$ cat config.mk
export PLATFORM = sky130hd
export DESIGN_NAME = ssi_cell
export DESIGN_NICKNAME = d
export VERILOG_FILES = /design/src/hdl/ssi_pkg.sv /design/src/hdl/ssi_cell.sv
export SDC_FILE = /design/constraint.sdc
export NUM_CORES = 1
export LEC_CHECK = 0
export BUFFER_PORTS_ARGS = -buffer_cell sky130_fd_sc_hd__buf_4
export CAP_MARGIN = 20
export CELL_PAD_IN_SITES_DETAIL_PLACEMENT = 2
export CELL_PAD_IN_SITES_GLOBAL_PLACEMENT = 2
export CORE_UTILIZATION = 28
export DETAILED_ROUTE_END_ITERATION = 8
export PLACE_DENSITY = 0.85
export SLEW_MARGIN = 25
export SYNTH_ARGS = -nofsm -noshare
export SYNTH_HDL_FRONTEND = slang
export SYNTH_SLANG_ARGS = --single-unit
$ cat constraint.sdc
create_clock -name clock -period 3.7 [get_ports clock]
set_input_delay 0.37 -clock clock [delete_from_list [all_inputs] [get_ports clock]]
set_output_delay 0.37 -clock clock [all_outputs]
set_load 0.05 [all_outputs]
$ cat src/hdl/ssi_pkg.sv
// ----------------------------------------------------------------------------
// ssi_pkg
// Shared types and default sizes for the stable item sorter.
// ----------------------------------------------------------------------------
package ssi_pkg;

   localparam int MAX_ITEMS_DEFAULT  = 64;
   localparam int ITEM_WIDTH_DEFAULT = 32;
   localparam int VALUE_WIDTH        = 32;

   // command broadcast from the controller to every cell of a chain
   typedef struct packed {
      logic insert;
      logic shift;
   } cell_cmd_type;

   typedef enum logic [1:0] {
      ST_FILL  = 2'b01,
      ST_DRAIN = 2'b10
   } state_type;

endpackage

$ cat src/hdl/ssi_cell.sv
// ----------------------------------------------------------------------------
// ssi_cell
// One slot of a systolic insertion chain: holds one item and either makes
// room for a new item, keeps its own, or takes its right neighbor on drain.
// ----------------------------------------------------------------------------
module ssi_cell #(
   parameter int ITEM_WIDTH = ssi_pkg::ITEM_WIDTH_DEFAULT,
   parameter bit ASCENDING  = 1'b1
) (
   input  logic                    clock,
   input  logic                    reset,
   input  ssi_pkg::cell_cmd_type   cmd,
   input  logic [ITEM_WIDTH-1:0]   new_value,
   input  logic                    left_ins,
   input  logic                    left_valid,
   input  logic [ITEM_WIDTH-1:0]   left_value,
   input  logic                    right_valid,
   input  logic [ITEM_WIDTH-1:0]   right_value,
   output logic                    valid,
   output logic [ITEM_WIDTH-1:0]   value,
   output logic                    ins
);
   import ssi_pkg::*;

   logic                  valid_ff;
   logic                  valid_in;
   logic [ITEM_WIDTH-1:0] value_ff;
   logic [ITEM_WIDTH-1:0] value_in;
   logic                  new_first;

   // strict compare: an equal newcomer stays behind, which keeps ties stable
   assign new_first = ASCENDING ? (new_value < value_ff) : (value_ff < new_value);
   assign ins       = !valid_ff || new_first;

   always_comb begin
      valid_in = valid_ff;
      value_in = value_ff;
      if (cmd.insert && ins) begin
         if (left_ins) begin
            valid_in = left_valid;
            value_in = left_value;
         end else begin
            valid_in = 1'b1;
            value_in = new_value;
         end
      end else if (cmd.shift) begin
         valid_in = right_valid;
         value_in = right_value;
      end
   end

   always_ff @(posedge clock) begin
      if (reset) begin
         valid_ff <= 1'b0;
      end else begin
         valid_ff <= valid_in;
      end
   end

   always_ff @(posedge clock) begin
      value_ff <= value_in;
   end

   assign valid = valid_ff;
   assign value = value_ff;

endmodule
==> reports/results.ini <==
[layout]
antenna_cells = 0
drive_gt1_frac = 0.587
postLayoutCoreUtil = 0.425
synthToLayoutAreaGrowth_pct = 45.4
mostFrequentLayoutCells = 138 x buf_4, 36 x mux2_2, 33 x inv_1, 32 x edfxtp_1, 31 x ha_1
finalNetCount = 496
fin_area_um2 = 3970
mostFrequentLayoutCell = buf_4
fill_cells = 1002
instances_no_fill = 492

[critical_path]
worstSetupStartpointType = flip-flop
path_max_fanout = 32
crit_required_ns = 3.61
end_kind = flip-flop
worstSetupPathType = reg2reg
cp.arrival_ns = 2.94

[placement]
portBuffers = 136
pre_cts_ws_ns = 0.509
gp_congestion = 0.709
dp_cells = 484
dp_hpwl_um = 7370
place_area_um2 = 3880

[yosys]
synthAdderAreaFrac = 0.142
ys_seq_area_frac = 0.359
yosysWarnings = 0
syn_area_um2 = 2730
synth_top_family_by_area = multiplexers
synth_simple_gate_area_frac = 0.0527
synth_compound_area_frac = 0.0706
synth_cells = 224
ys_types = 28
syn_area_per_cell_um2 = 12.2
syn-num-nets = 358
ys_ff_latch = 33
muxShareOfSynthArea = 0.312
synth_xor_xnor_area_share = 0

[sta]
max_freq_mhz = 330
worstMarginPinSlew_ns = 0.813
whs_ns = 0.392
skew_ns = 0.00639
hold_violations = 0
finalWorstSetupSlack_ns = 0.670
relSlewSlack = 0.458
finalMaxSlewViolations = 0
finalSetupViolCount = 0
rsz0062_at_grt = no
timing.final.crit_share = 0.819
final.setup.tns_ns = 0
min_period_ns = 3.03

[detailed_routing]
drc_errors = 0
drt-total-wl_um = 8770
avgViaCountPerCell = 4.63
wl_per_cell_um = 17.8
drtIter0Drc = 41
ant_nets = 0
vias = 2280
first_pass_iters = 4

[power]
p_total_mw = 1.41
vdd_drop_max_v = 0.000119
power.density_nw_per_um2 = 355
p_leak_nw = 1.94

[status]
status = completed

[clock_tree]
htreeDepth = 2
clk_latency_ns = 0.28
cts_hold_buf = 0
clkTransAtPathRegs_ns = 0.07
post-cts-setup-buffers = 0
cts_root_buf = clkbuf_8
cts_sinks = 33
cts_tree = yes
ctsResizeCount = 0
cts_buffer_depth = 2
cts_buffers = 5

[grt]
grt.met1_usage = 0.180
met2_usage = 0.367
grt_pass1_vias = 2681
use_met3 = 0.0333
grt_pass1_wl_um = 13400
grt.overflow.total = 0
grt-busiest-layer = met2
antenna_found_initial = 0
grt_max_degree = 34
grt_usage = 0.177

[die]
die_x_um = 101
io_pins = 137
die_area_um2 = 10100
initial_utilization = 0.293
rows = 35
die-height_um = 101
core_area_um2 = 9330

[run]
maxCapViolations = 0

[worst_hold_path]
hold_path.class = in2reg

-- state kept, by name, summed over array words and instances (netlist names) --
register,cells
value,32
valid,1
-- worst paths after layout --
check,start,to,slack (ns),cells after the start
setup / recovery,value[25]$_DFFE_PP_,value[4]$_DFFE_PP_,0.67,8
hold / removal,right_value[11],value[11]$_DFFE_PP_,0.39,2
setup reg to reg,value[25]$_DFFE_PP_,value[4]$_DFFE_PP_,0.67,8
hold reg to reg,valid$_SDFFE_PP0P_,valid$_SDFFE_PP0P_,0.75,3
-- power breakdown --
| part | internal [mW] | switching (mW) |
|---|---|---|
| Combinational | 0.277 | 0.352 |
| Clock | 0.152 | 0.131 |
| Sequential | 0.469 | 0.0253 |
-- synth_stat cells --
library cell,count,area share
nor3_1,2,0.0037
dfxtp_1,1,0.0073
nand2_1,9,0.012
and4_1,2,0.0064
o311a_1,1,0.0037
o21bai_1,1,0.0028
nor2_1,4,0.0055
nand3_1,2,0.0037
a211oi_1,2,0.0055
a21o_1,1,0.0028
o21a_1,1,0.0028
mux2i_1,1,0.0037
or2_1,1,0.0023
mux2_2,36,0.15
nand2b_4,1,0.0050
edfxtp_1,32,0.35
a211o_1,1,0.0032
o41ai_1,1,0.0032
buf_6,3,0.012
clkbuf_1,4,0.0055
a2111oi_4,1,0.010
nor3b_4,1,0.0069
ha_1,31,0.14
mux2_4,29,0.16
a21oi_1,14,0.026
o21ai_0,6,0.011
nand4_1,3,0.0069
inv_1,33,0.045
-- cell type report --
type                            count  area, um^2  share of cell area
Multi-Input combinational cell    151        1580               0.397
Sequential cell                    33         981               0.247
Tap cell                          129         161              0.0407
Timing Repair Buffer              138        1040               0.261
Inverter                           33         124              0.0312
Clock buffer                        8        90.1              0.0227
-- worst max-delay path, stage by stage (launching register included) --
cell and delay [ns]:
edfxtp_1 0.36, inv_1 0.05, ha_1 0.29, a21oi_1 0.07, o21ai_0 0.36, a211oi_1 0.10
o41ai_1 0.72, nor3b_4 0.10, or2_2 0.62
-- logic make-up (layout without fill, tap and decap cells) --
logic type                 after synthesis  count (layout)
AOI/OAI and AO/OA                       29              29
adders and majority gates               31              31
buffers and inverters                   40             179
DFF                                     33              33
muxes                                   66              66
and+or+nand+nor                         25              25
-- routing by layer --
layer | wire (um) | up-vias
met2 | 5120 | 69
met5 | 0 | -
met4 | 47 | 0
li1 | - | 1095
met1 | 3230 | 1114
met3 | 374 | 2
No activity file was read; power rests on OpenSTA's default activity.
